**src/rtl/core/bmo5_pkg.sv**
```systemverilog
// Shared constants and types for the block median of five.
`default_nettype none

package bmo5_pkg;

    localparam int SAMPLE_WIDTH_DEF = 16;
    localparam int BLOCK_LEN        = 5;
    localparam int MID_POS          = 2;
    localparam int FILL_W           = 3;

    localparam logic [FILL_W-1:0] FILL_EMPTY = '0;
    localparam logic [FILL_W-1:0] FILL_LAST  = FILL_W'(BLOCK_LEN - 1);

    // Control outcome of one insertion step
    typedef struct packed {
        logic              done;
        logic [FILL_W-1:0] fill;
    } t_ins_ctrl;

endpackage

`default_nettype wire

```
**src/rtl/core/bmo5_stream_if.sv**
```systemverilog
// Valid/ready channel interfaces for the sample input and the result output.
`default_nettype none

interface bmo5_in_if
    import bmo5_pkg::*;
#(
    parameter int SAMPLE_WIDTH = SAMPLE_WIDTH_DEF
);
    logic                    valid;
    logic                    ready;
    logic [SAMPLE_WIDTH-1:0] sample;
    logic                    restart;

    modport source (output valid, output sample, output restart, input ready);
    modport sink   (input valid, input sample, input restart, output ready);
endinterface

interface bmo5_out_if
    import bmo5_pkg::*;
#(
    parameter int SAMPLE_WIDTH = SAMPLE_WIDTH_DEF
);
    logic                    valid;
    logic                    ready;
    logic                    block_done;
    logic [SAMPLE_WIDTH-1:0] minimum;
    logic [SAMPLE_WIDTH-1:0] median;
    logic [SAMPLE_WIDTH-1:0] maximum;

    modport source (output valid, output block_done, output minimum, output median,
                    output maximum, input ready);
    modport sink   (input valid, input block_done, input minimum, input median,
                    input maximum, output ready);
endinterface

`default_nettype wire

```
**src/rtl/core/bmo5_insert.sv**
```systemverilog
// Insertion step: places one sample into the sorted store, keeping it in ascending order.
`default_nettype none

module bmo5_insert
    import bmo5_pkg::*;
#(
    parameter int SAMPLE_WIDTH = SAMPLE_WIDTH_DEF
) (
    input  wire logic [SAMPLE_WIDTH-1:0] i_store [BLOCK_LEN],
    input  wire logic [FILL_W-1:0]       i_fill,
    input  wire logic [SAMPLE_WIDTH-1:0] i_sample,
    input  wire logic                    i_restart,
    output logic      [SAMPLE_WIDTH-1:0] o_store [BLOCK_LEN],
    output t_ins_ctrl                    o_ctrl
);

    logic [FILL_W-1:0]    fill_eff;
    logic [BLOCK_LEN-1:0] le;

    // restart or an out-of-range count starts an empty block
    assign fill_eff = (i_restart || (i_fill > FILL_LAST)) ? FILL_EMPTY : i_fill;

    // entries in the filled prefix that are not greater than the new sample
    always_comb begin
        for (int j = 0; j < BLOCK_LEN; j++) begin
            le[j] = (FILL_W'(j) < fill_eff) && (i_store[j] <= i_sample);
        end
    end

    always_comb begin
        o_store[0] = le[0] ? i_store[0] : i_sample;
        for (int j = 1; j < BLOCK_LEN; j++) begin
            if (le[j]) begin
                o_store[j] = i_store[j];
            end else if (le[j-1]) begin
                o_store[j] = i_sample;
            end else if (FILL_W'(j) <= fill_eff) begin
                o_store[j] = i_store[j-1];
            end else begin
                o_store[j] = i_store[j];
            end
        end
    end

    always_comb begin
        o_ctrl.done = (fill_eff == FILL_LAST);
        o_ctrl.fill = o_ctrl.done ? FILL_EMPTY : fill_eff + FILL_W'(1);
    end

endmodule

`default_nettype wire

```
**src/rtl/core/block_median_of_five_top.sv**
```systemverilog
// Top level of the block median of five: input stage, sorted store, result stage.
// Data path: input register, then result register; a stalled result output holds
//   the sample in the input register.
// Throughput: one sample per cycle unless the output stalls; combinational insertion.
// Reset (i_rst_n low, synchronous): both stages empty, fill count zero,
//   store entries cleared to zero.
`default_nettype none

module block_median_of_five_top
    import bmo5_pkg::*;
#(
    parameter int SAMPLE_WIDTH = SAMPLE_WIDTH_DEF
) (
    input  wire logic i_clk,
    input  wire logic i_rst_n,
    bmo5_in_if.sink   i_in,
    bmo5_out_if.source o_out
);

    // Input stage register
    logic                    r_in_valid;
    logic [SAMPLE_WIDTH-1:0] r_in_sample;
    logic                    r_in_restart;

    // Sorted store and fill count of the current block
    logic [SAMPLE_WIDTH-1:0] r_store [BLOCK_LEN];
    logic [FILL_W-1:0]       r_fill;

    // Result stage register
    logic                    r_out_valid;
    logic                    r_out_done;
    logic [SAMPLE_WIDTH-1:0] r_out_min;
    logic [SAMPLE_WIDTH-1:0] r_out_med;
    logic [SAMPLE_WIDTH-1:0] r_out_max;

    logic [SAMPLE_WIDTH-1:0] n_store [BLOCK_LEN];
    t_ins_ctrl               n_ctrl;

    logic res_free;   // result stage can take a new result this cycle
    logic advance;    // input stage moves into the store and result stage
    logic in_xfer;    // input transfer this cycle

    assign res_free = !r_out_valid || o_out.ready;
    assign advance  = r_in_valid && res_free;
    assign in_xfer  = i_in.valid && i_in.ready;

    // Input stage is ready when empty or when its content moves on this cycle, so a
    // waiting result blocks the next transfer only while the input stage is full.
    assign i_in.ready = !r_in_valid || res_free;

    bmo5_insert #(
        .SAMPLE_WIDTH(SAMPLE_WIDTH)
    ) u_insert (
        .i_store  (r_store),
        .i_fill   (r_fill),
        .i_sample (r_in_sample),
        .i_restart(r_in_restart),
        .o_store  (n_store),
        .o_ctrl   (n_ctrl)
    );

    // Input stage
    always_ff @(posedge i_clk) begin
        if (!i_rst_n) begin
            r_in_valid <= 1'b0;
        end else if (i_in.ready) begin
            r_in_valid <= in_xfer;
        end
        if (in_xfer) begin
            r_in_sample  <= i_in.sample;
            r_in_restart <= i_in.restart;
        end
    end

    // Store and fill count update once per advancing sample
    always_ff @(posedge i_clk) begin
        if (!i_rst_n) begin
            r_fill <= FILL_EMPTY;
            for (int j = 0; j < BLOCK_LEN; j++) begin
                r_store[j] <= '0;
            end
        end else if (advance) begin
            r_fill  <= n_ctrl.fill;
            r_store <= n_store;
        end
    end

    // Result stage: min, median and max read straight from the updated store
    always_ff @(posedge i_clk) begin
        if (!i_rst_n) begin
            r_out_valid <= 1'b0;
        end else if (res_free) begin
            r_out_valid <= r_in_valid;
        end
        if (advance) begin
            r_out_done <= n_ctrl.done;
            r_out_min  <= n_store[0];
            r_out_med  <= n_store[MID_POS];
            r_out_max  <= n_store[BLOCK_LEN-1];
        end
    end

    assign o_out.valid      = r_out_valid;
    assign o_out.block_done = r_out_done;
    assign o_out.minimum    = r_out_min;
    assign o_out.median     = r_out_med;
    assign o_out.maximum    = r_out_max;

endmodule

`default_nettype wire
```
**src/flat_wrapper.sv**
```systemverilog
// flat-port wrapper written by rule: the top's interface ports become plain ports
module block_median_of_five_top_flat import bmo5_pkg::*;
#(
    parameter int SAMPLE_WIDTH = SAMPLE_WIDTH_DEF
)
  (i_clk, i_rst_n, i_in_valid, i_in_sample, i_in_restart, i_in_ready, o_out_valid, o_out_block_done, o_out_minimum, o_out_median, o_out_maximum, o_out_ready);
  bmo5_in_if #(.SAMPLE_WIDTH(SAMPLE_WIDTH)) i_in_i ();
  bmo5_out_if #(.SAMPLE_WIDTH(SAMPLE_WIDTH)) o_out_i ();
  input  wire logic i_clk;
  input  wire logic i_rst_n;
  input wire logic [$bits(i_in_i.valid)-1:0] i_in_valid;
  input wire logic [$bits(i_in_i.sample)-1:0] i_in_sample;
  input wire logic [$bits(i_in_i.restart)-1:0] i_in_restart;
  output wire logic [$bits(i_in_i.ready)-1:0] i_in_ready;
  output wire logic [$bits(o_out_i.valid)-1:0] o_out_valid;
  output wire logic [$bits(o_out_i.block_done)-1:0] o_out_block_done;
  output wire logic [$bits(o_out_i.minimum)-1:0] o_out_minimum;
  output wire logic [$bits(o_out_i.median)-1:0] o_out_median;
  output wire logic [$bits(o_out_i.maximum)-1:0] o_out_maximum;
  input wire logic [$bits(o_out_i.ready)-1:0] o_out_ready;
  assign i_in_i.valid = i_in_valid;
  assign i_in_i.sample = i_in_sample;
  assign i_in_i.restart = i_in_restart;
  assign i_in_ready = i_in_i.ready;
  assign o_out_valid = o_out_i.valid;
  assign o_out_block_done = o_out_i.block_done;
  assign o_out_minimum = o_out_i.minimum;
  assign o_out_median = o_out_i.median;
  assign o_out_maximum = o_out_i.maximum;
  assign o_out_i.ready = o_out_ready;
  block_median_of_five_top #(.SAMPLE_WIDTH(SAMPLE_WIDTH)) u_core (.i_clk(i_clk), .i_rst_n(i_rst_n), .i_in(i_in_i), .o_out(o_out_i));
endmodule
```
**config.mk**
```make
export PLATFORM = sky130hd
export DESIGN_NAME = block_median_of_five_top_flat
export DESIGN_NICKNAME = d
export VERILOG_FILES = /design/src/rtl/core/bmo5_pkg.sv /design/src/rtl/core/bmo5_stream_if.sv /design/src/rtl/core/bmo5_insert.sv /design/src/rtl/core/block_median_of_five_top.sv /design/src/flat_wrapper.sv
export SDC_FILE = /design/constraint.sdc
export NUM_CORES = 1
export LEC_CHECK = 0
export BUFFER_PORTS_ARGS = -buffer_cell sky130_fd_sc_hd__buf_2
export CORE_MARGIN = 1
export CORE_UTILIZATION = 55
export CTS_CLUSTER_DIAMETER = 200
export DETAILED_ROUTE_END_ITERATION = 10
export PLACE_DENSITY = 0.77
export SLEW_MARGIN = 20
export SYNTH_ARGS = -nofsm -noshare
export SYNTH_HDL_FRONTEND = slang
export SYNTH_SLANG_ARGS = --single-unit
```
**constraint.sdc**
```tcl
create_clock -name i_clk -period 3.6 [get_ports i_clk]
set_clock_uncertainty 0.1 [all_clocks]
set_input_delay 0.9 -clock i_clk [delete_from_list [all_inputs] [get_ports i_clk]]
set_output_delay 0.9 -clock i_clk [all_outputs]
set_load 0.02 [all_outputs]
```
* Word level (Yosys, flattened, before mapping)
Cells that the tools add are included.
** Word-level totals
- Output and inout bits :: 51
- Logic and storage cells :: 62
- Register bits after elaboration :: 151
- Input bits :: 21
** Cells by class
- Multiplexer cells :: 13
- Magnitude comparators :: 15
- Add/subtract/negate cells :: 1
- Bitwise operators :: 2
- Equal/unequal tests :: 1
- Reduce and logical (&&, ||, !) cells :: 16
** Operator list (count)
- $mux W16 :: 11
- $le A16 B16 Y1 :: 5
- $logic_and A1 B1 Y1 :: 7
- $le A2 B3 Y1 const A :: 2
- $lt A1 B3 Y1 const A :: 2
- $lt A2 B3 Y1 const A :: 2
- $mux W3 :: 2
- $reduce_and A3 Y1 :: 2
- $reduce_bool A2 Y1 :: 2
- $add A3 B1 Y3 const B :: 1
- $eq A3 B3 Y1 const B :: 1
- $gt A3 B3 Y1 const B :: 1
- $le A1 B3 Y1 const A :: 1
- $le A3 B3 Y1 const A :: 1
- $logic_or A1 B1 Y1 :: 3
- $lt A3 B3 Y1 const A :: 1
- $logic_not A1 Y1 :: 2
- $not A1 Y1 :: 2

* Depth between registers and ports, before layout
Gate-level depths: netlist of run 1.
- Depth in word-level cells :: 7
- Depth in mapped cells :: 11
- Depth with buffers taken out :: 8

* Cells and area by module
A second synthesis of run 1 with hierarchy kept.
** Second synthesis, totals
- Cell total of the unflattened synthesis :: 917
- Area, all modules :: 9182.6 sq um
** Modules (own cells, without submodules)
- block_median_of_five_top :: cells an instance 436, times used 1, seq. area each 3683.5 sq um, area each 5397.7 sq um
- bmo5_insert :: cells an instance 481, times used 1, seq. area each 0.0 sq um, area each 3784.9 sq um

* Least setup slack after synthesis of run 1
No wires, ideal clock.
- Path kind :: input -> register
- Start point :: input o_out_ready
- End point :: register u_core.r_store[40] (netlist bit)
- Data arrival time :: 3.656 ns
- Setup time :: 0.088 ns
- Data required time :: 3.412 ns
- Stages on the path :: 8
- Path buffers :: 3
- Path slack :: -0.244 ns
- Cells stage by stage :: nor2b_1 > nand2b_1 > clkbuf_1 > inv_1 > clkbuf_1 > buf_1 > a31oi_1 > a211oi_1
** Between the ends
- Cells in the longest elaborated chain, start to end :: 2
** RTL lines
- start, declared :: RTL line flat_wrapper.sv:20 : input wire logic [$bits(o_out_i.ready)-1:0] o_out_ready;
- $logic_or A1 B1 Y1 :: RTL line block_median_of_five_top.sv:43 : assign res_free = !r_out_valid || o_out.ready;
- $logic_and A1 B1 Y1 :: RTL line block_median_of_five_top.sv:44 : assign advance = r_in_valid && res_free;
- named net u_core.advance :: RTL line block_median_of_five_top.sv:40 : logic advance;
- end signal, assigned :: RTL line block_median_of_five_top.sv:84 : r_store <= n_store;
- end, declared :: RTL line block_median_of_five_top.sv:26 : logic [SAMPLE_WIDTH-1:0] r_store [BLOCK_LEN];
The timed path passes the listed nets, and every way through them passes these cells.
A chain may end at the register's enable or synchronous reset.

==> impl_metrics.py, run 1 <==
metrics = {
    "worst_setup_path": {
        "slowest_stage": "or3_1",
        "cp_common_cell": "a31oi_1",
        "crit_cells": 8,
        "path_delay_family": "simple AND/OR/NAND/NOR gates",
        "cp-start-kind": "flip-flop",
        "cp_max_fo": 16,
        "cp_num_buf_inv": 1,
        "required_ns": 3.66,
        "cp_data_arrival_time_ns": 3.21,
        "path_cells": "inv_1 > ha_1 > and4_1 > and3_1 > a21boi_1 > or3_1 > a31oi_1 > a31oi_1",
        "r2r_start": "u_core.r_in_sample[13]",
        "path_class": "flip-flop to flip-flop",
        "r2r_cells": 8,
        "reg2reg_to": "u_core.o_out.median[14]",
        "r2r_slack_ns": 0.45,
        "end_kind": "flip-flop",
        "crit_path_max_incr_delay_ns": 0.68,
    },
    "drt": {
        "via_count": 7824,
        "ant_nets": 0,
        "drc": 0,
        "drt_iter0_drc": 1019,
        "drt-vias-per-instance": 6.687,
        "wl_um": 26240,
        "drt-pass1-iter-count": 5,
        "wl_per_cell_um": 22.43,
    },
    "yosys": {
        "yosysTopAreaCellShare_pct": 22.47,
        "async_flop_share_pct": 0,
        "synth_edf_count": 66,
        "syn_area_mm2": 0.008818,
        "yosysWarnings": 0,
        "seq_area_frac_synth_pct": 41.77,
        "ys.flop_type": "dfxtp_1",
        "syn_area_per_cell_um2": 10.01,
        "syn_nets": 968,
        "synth.distinct_cells": 65,
        "synth-seq-cells": 151,
        "synth_top_area_cell": "edfxtp_1",
        "synth_cells": 881,
        "synthTopCellsByArea": "edfxtp_1 (22%), dfxtp_1 (19%), ha_1 (9.4%)",
    },
    "clock_network": {
        "cts_buffer_depth": 2,
        "cts_made_buffers": 17,
        "clk_pin_slew_worst_paths_ns": 0.06,
        "htree_levels": 4,
        "clock_sinks": 151,
        "clock_latency_ns": 0.44,
        "cts_tree": "yes",
        "cts_hold_buf": 0,
        "cts_resized": 0,
        "cts_root_buf": "clkbuf_16",
        "post_cts_buffers": 0,
    },
    "pwr": {
        "p_per_area_mw_per_mm2": 424.0,
        "max-vdd-ir-drop_uv": 405.2,
        "p_total_mw": 4.294,
        "p_leak_nw": 3.828,
    },
    "floorplanning": {
        "design.die.area_mm2": 0.01654,
        "die_y_um": 128.6,
        "rows": 45,
        "fp.dieW_um": 128.6,
        "start_util_pct": 57.16,
        "coreArea_mm2": 0.01543,
        "io_pins": 72,
    },
    "grt": {
        "antenna_found_initial": 0,
        "grt_use_total_pct": 32.50,
        "grt_pass1_wl_um": 40080,
        "grt-ovfl-total": 0,
        "grt_pass1_vias": 7162,
        "grt_max_degree": 51,
    },
    "sta": {
        "grt_setup_unrepaired": "no",
        "tightestPinTransition_ns": 0.8464,
        "period_needed_ns": 3.152,
        "setup_slack_ns": 0.4483,
        "slew_violations": 0,
        "hold_slack_ns": 0.3536,
        "slew_headroom_pct": 43.51,
        "min_period_over_period_pct": 87.55,
        "max_freq_ghz": 0.3173,
        "setup_viol": 0,
        "tns_ns": 0,
        "finalHoldViolations": 0,
    },
    "layout": {
        "design_area_mm2": 0.01013,
        "layout_commonest_cell": "dfxtp_1",
        "post-route-util_pct": 65.65,
        "nFillCells": 1219,
        "instances_no_fill": 1170,
        "diodes": 0,
        "drive_gt1_share_pct": 22.11,
        "nets": 1033,
        "mostFrequentLayoutCells": "dfxtp_1 (85), buf_2 (71), ha_1 (66), edfxtp_1 (66), nand2_1 (61)",
        "area_growth_pct": 14.86,
    },
    "worst_hold_path": {
        "min_from": "u_core.r_store[5]",
        "holdPathEnd": "u_core.r_store[5]",
        "hold_path_class": "flip-flop to flip-flop",
        "hold_path_depth": 2,
    },
    "run_status": {
        "status": "finished, final reports clean",
    },
    "placement": {
        "port_buffers": 71,
        "dp_cells": 1138,
        "dp_slack_ns": 0.5232,
        "dpl_cell_area_mm2": 0.009475,
        "place_congestion": 1.004,
        "dp_hpwl_um": 18110,
    },
    "job": {
        "maxCapViolations": 0,
    },
}
-- report_power, final --
group | total, mW | internal [mW] | switching (mW)
clock | 1.99 | 1.24 | 0.752
sequential | 1.88 | 1.84 | 0.0384
combinational | 0.424 | 0.146 | 0.277
-- sequential cells by signal (all words and copies together) (netlist names), 3 cells and up --
signal / cells
u_core.o_out.maximum: 16
u_core.r_in_sample: 16
u_core.r_fill: 3
u_core.o_out.median: 16
u_core.r_store: 80
u_core.o_out.minimum: 16
-- layer usage --
| metal | GRT usage, % | part of all wire, % | up-vias |
|---|---|---|---|
| li1 | - | - | 3571 |
| met1 | 43.86 | 40 | 3695 |
| met2 | 47.57 | 43 | 465 |
| met3 | 9.106 | 12 | 93 |
| met4 | 16.75 | 4.9 | 0 |
| met5 | 0 | 0 | - |
-- final cells by class --
cell class                 instances  area [µm²]  share of cell area [%]
clock buffer                      18       429.2                   4.237
clock inverter                    14       224.0                   2.211
inverter                          38       142.6                   1.408
multi-input combinational        618        4637                   45.78
sequential                       151        3684                   36.37
tap                              211       264.0                   2.607
timing repair buffer             120       748.2                   7.387
-- how the worst max path moves through the flow --
stage                                 startpoint                      end  slack, ns
after global routing      u_core.r_in_sample[11]  u_core.o_out.median[14]       0.23
after CTS                 u_core.r_in_sample[10]  u_core.o_out.median[14]       0.51
after detailed placement  u_core.r_in_sample[10]  u_core.o_out.median[14]       0.52
after floorplan                      o_out_ready       u_core.r_store[40]       0.46
after global placement    u_core.r_in_sample[11]   u_core.o_out.median[0]       0.60
final                     u_core.r_in_sample[13]  u_core.o_out.median[14]       0.45
-- synth_stat cells (3+ instances only) --
cell      instances
o211ai_1         41
mux2i_1          17
dfxtp_1          85
a21o_1           15
clkbuf_1         53
o311a_1          12
mux2_2           16
buf_6            10
a211oi_1         21
o21bai_1         13
a21oi_2           5
o32ai_1          15
edfxtp_1         66
nor2_1           35
o21ai_0          20
buf_1             3
nor2b_1           5
buf_2             6
nand4_1          10
a32o_1           13
or2_2             3
o41ai_1           3
and2_1           15
o21ai_1           3
nand2_1          61
and4_1            5
a21oi_1          57
nor3_1           24
inv_1            37
nand3_1           4
a221oi_2         14
o21ai_2           6
and3_1           16
nand2b_1          4
a31oi_1          50
a311oi_1         16
ha_1             66
-- worst reg2reg max path, stage by stage (launching register included) --
cell      delay [ns]
edfxtp_1        0.38
inv_1           0.28
ha_1            0.33
and4_1          0.23
and3_1          0.16
a21boi_1        0.20
or3_1           0.68
a31oi_1         0.38
a31oi_1         0.13
-- cell families (layout without fill, tap and decap cells) --
logic type               after synthesis  count (layout)  share of synthesized area [%]
flip-flops                           151             151                          41.77
AO/OA/AOI/OAI                        316             316                          27.03
AND/OR/NAND/NOR                      203             203                          11.99
adder cells (fa/ha/maj)               66              66                          9.364
buffers and inverters                112             190                          5.874
multiplexers                          33              33                          3.973
Note: power is estimated with default switching activity, not from simulation.
==> run 2, diff against run 1 <==
BUFFER_PORTS_ARGS = unset   (was -buffer_cell sky130_fd_sc_hd__buf_2)
CORE_UTILIZATION = 58   (was 55)
DONT_BUFFER_PORTS = 1   (was unset)
HOLD_SLACK_MARGIN = 0.1   (was unset)
PLACE_DENSITY = 0.76   (was 0.77)
==> impl_metrics.py, run 2 (synthesis results as in run 1) <==
metrics = {
    "worst_setup_path": {
        "path_class": "flip-flop to flip-flop",
        "required_ns": 3.68,
        "end_kind": "flip-flop",
        "path_cells": "inv_1 > ha_1 > a21oi_1 > nor2_1 > nor4_1 > nand3_1 > a21oi_2 > buf_4 > mux2_2",
        "cp-start-kind": "flip-flop",
        "cp_max_fo": 16,
        "slowest_stage": "edfxtp_1",
        "crit_path_max_incr_delay_ns": 0.58,
        "cp_num_buf_inv": 2,
        "path_delay_family": "simple AND/OR/NAND/NOR gates",
        "cp_data_arrival_time_ns": 3.51,
    },
    "grt": {
        "grt_pass1_vias": 7418,
        "grt_pass1_wl_um": 40830,
        "grt_max_degree": 50,
        "grt-ovfl-total": 0,
        "grt_use_total_pct": 33.87,
        "antenna_found_initial": 0,
    },
    "drt": {
        "drt-pass1-iter-count": 8,
        "via_count": 7655,
        "drc": 4,
        "ant_nets": 0,
        "drt-vias-per-instance": 7.168,
        "wl_per_cell_um": 24.25,
        "wl_um": 25900,
        "drt_iter0_drc": 896,
    },
    "clock_network": {
        "clock_latency_ns": 0.44,
        "cts_tree": "yes",
        "cts_made_buffers": 17,
        "cts_root_buf": "clkbuf_16",
        "clk_pin_slew_worst_paths_ns": 0.07,
        "htree_levels": 4,
        "clock_sinks": 151,
        "cts_buffer_depth": 2,
    },
    "sta": {
        "setup_viol": 0,
        "max_freq_ghz": 0.2913,
        "hold_slack_ns": 0.3548,
        "finalHoldViolations": 0,
        "tightestPinTransition_ns": 0.7702,
        "period_needed_ns": 3.433,
        "slew_headroom_pct": 48.65,
        "setup_slack_ns": 0.1673,
        "min_period_over_period_pct": 95.35,
        "grt_setup_unrepaired": "no",
        "slew_violations": 0,
        "tns_ns": 0,
    },
    "floorplanning": {
        "io_pins": 72,
        "design.die.area_mm2": 0.01570,
        "rows": 44,
        "start_util_pct": 59.99,
        "fp.dieW_um": 125.3,
        "coreArea_mm2": 0.01470,
        "die_y_um": 125.3,
    },
    "run_status": {
        "violations": "design-rule violations",
        "status": "complete, but fails checks",
    },
    "pwr": {
        "max-vdd-ir-drop_uv": 411.5,
        "p_per_area_mw_per_mm2": 412.3,
        "p_leak_nw": 3.489,
    },
    "layout": {
        "instances_no_fill": 1068,
        "seq_area_mm2": 0.003684,
        "area_growth_pct": 9.180,
        "largest_reg_flops": 80,
        "mostFrequentLayoutCells": "dfxtp_1 (85), ha_1 (66), edfxtp_1 (66), nand2_1 (61), a21oi_1 (57)",
        "drive_gt1_share_pct": 15.72,
        "layout_commonest_cell": "dfxtp_1",
        "top_register": "u_core.r_store",
        "nets": 958,
        "multiInputGateArea_mm2": 0.004643,
        "diodes": 0,
        "design_area_mm2": 0.009628,
        "nFillCells": 1137,
    },
    "placement": {
        "dp_cells": 1035,
        "dp_hpwl_um": 18320,
        "place_congestion": 0.9789,
        "port_buffers": 0,
        "dpl_cell_area_mm2": 0.009021,
        "dp_slack_ns": 0.1765,
    },
    "job": {
        "maxCapViolations": 0,
    },
    "worst_hold_path": {
        "hold_path_class": "flip-flop to flip-flop",
    },
}
==> run 2: cell types whose count changed in the layout (fill, tap and decap cells not counted), sizes merged <==
cell      delta
buf         -75
inv          +7
bufinv       -5
clkinvlp     -3
clkinv       +1
==> run 2: report_power, final <==
group | switching [mW] | internal, mW
Combinational | 0.226 | 0.119
Sequential | 0.0737 | 1.85
Clock | 0.775 | 0.931
Total | 1.07 | 2.89
==> run 2: path summary, 6_finish.rpt <==
kind / start / endpoint / slack [ns] / depth (start not counted)
worst max-delay path: u_core.r_in_sample[11] / u_core.o_out.minimum[13] / 0.17 / 9
worst min-delay path: u_core.r_store[12] / u_core.r_store[12] / 0.35 / 2
worst max register to register: u_core.r_in_sample[11] / u_core.o_out.minimum[13] / 0.17 / 9
worst min register to register: u_core.r_store[12] / u_core.r_store[12] / 0.35 / 2
==> run 2: per-layer routing <==
layer,part of all wire [%],GRT usage [%],up-vias
li1,-,-,3408
met1,41,44.09,3701
met4,4.9,20.09,0
met2,45,51.92,457
met3,9.2,7.403,89
met5,0,0,-
==> run 2: repair_timing <==
action	4_1_cts	5_1_grt
setup endpoints to repair	0	11
gates resized for setup	0	2
hold buffers	0	0
buffers inserted	0	0
==> run 2: per-stage QoR <==
step | power [mW] | utilization (%)
2_1_floorplan | 2.169 | -
3_3_place_gp | 2.267 | 61.37
3_5_place_dp | 2.284 | 61.37
4_1_cts | 3.969 | 65.25
5_1_grt | 4.087 | 65.50
6_report | 3.970 | 65.50
==> run 2: cell type report <==
type	count	share of cell area, %
Clock buffer	18	4.561
Clock inverter	14	1.365
Inverter	38	1.481
Multi-Input combinational cell	618	48.23
Sequential cell	151	38.26
Tap cell	184	2.391
Timing Repair Buffer	45	3.717
==> run 2: worst min-delay path, delay by kind of cell, from the launching register on <==
kind             cells  cell delay, ns
AO/OA/AOI/OAI        1            0.05
flip-flops           1            0.32
AND/OR/NAND/NOR      1            0.05
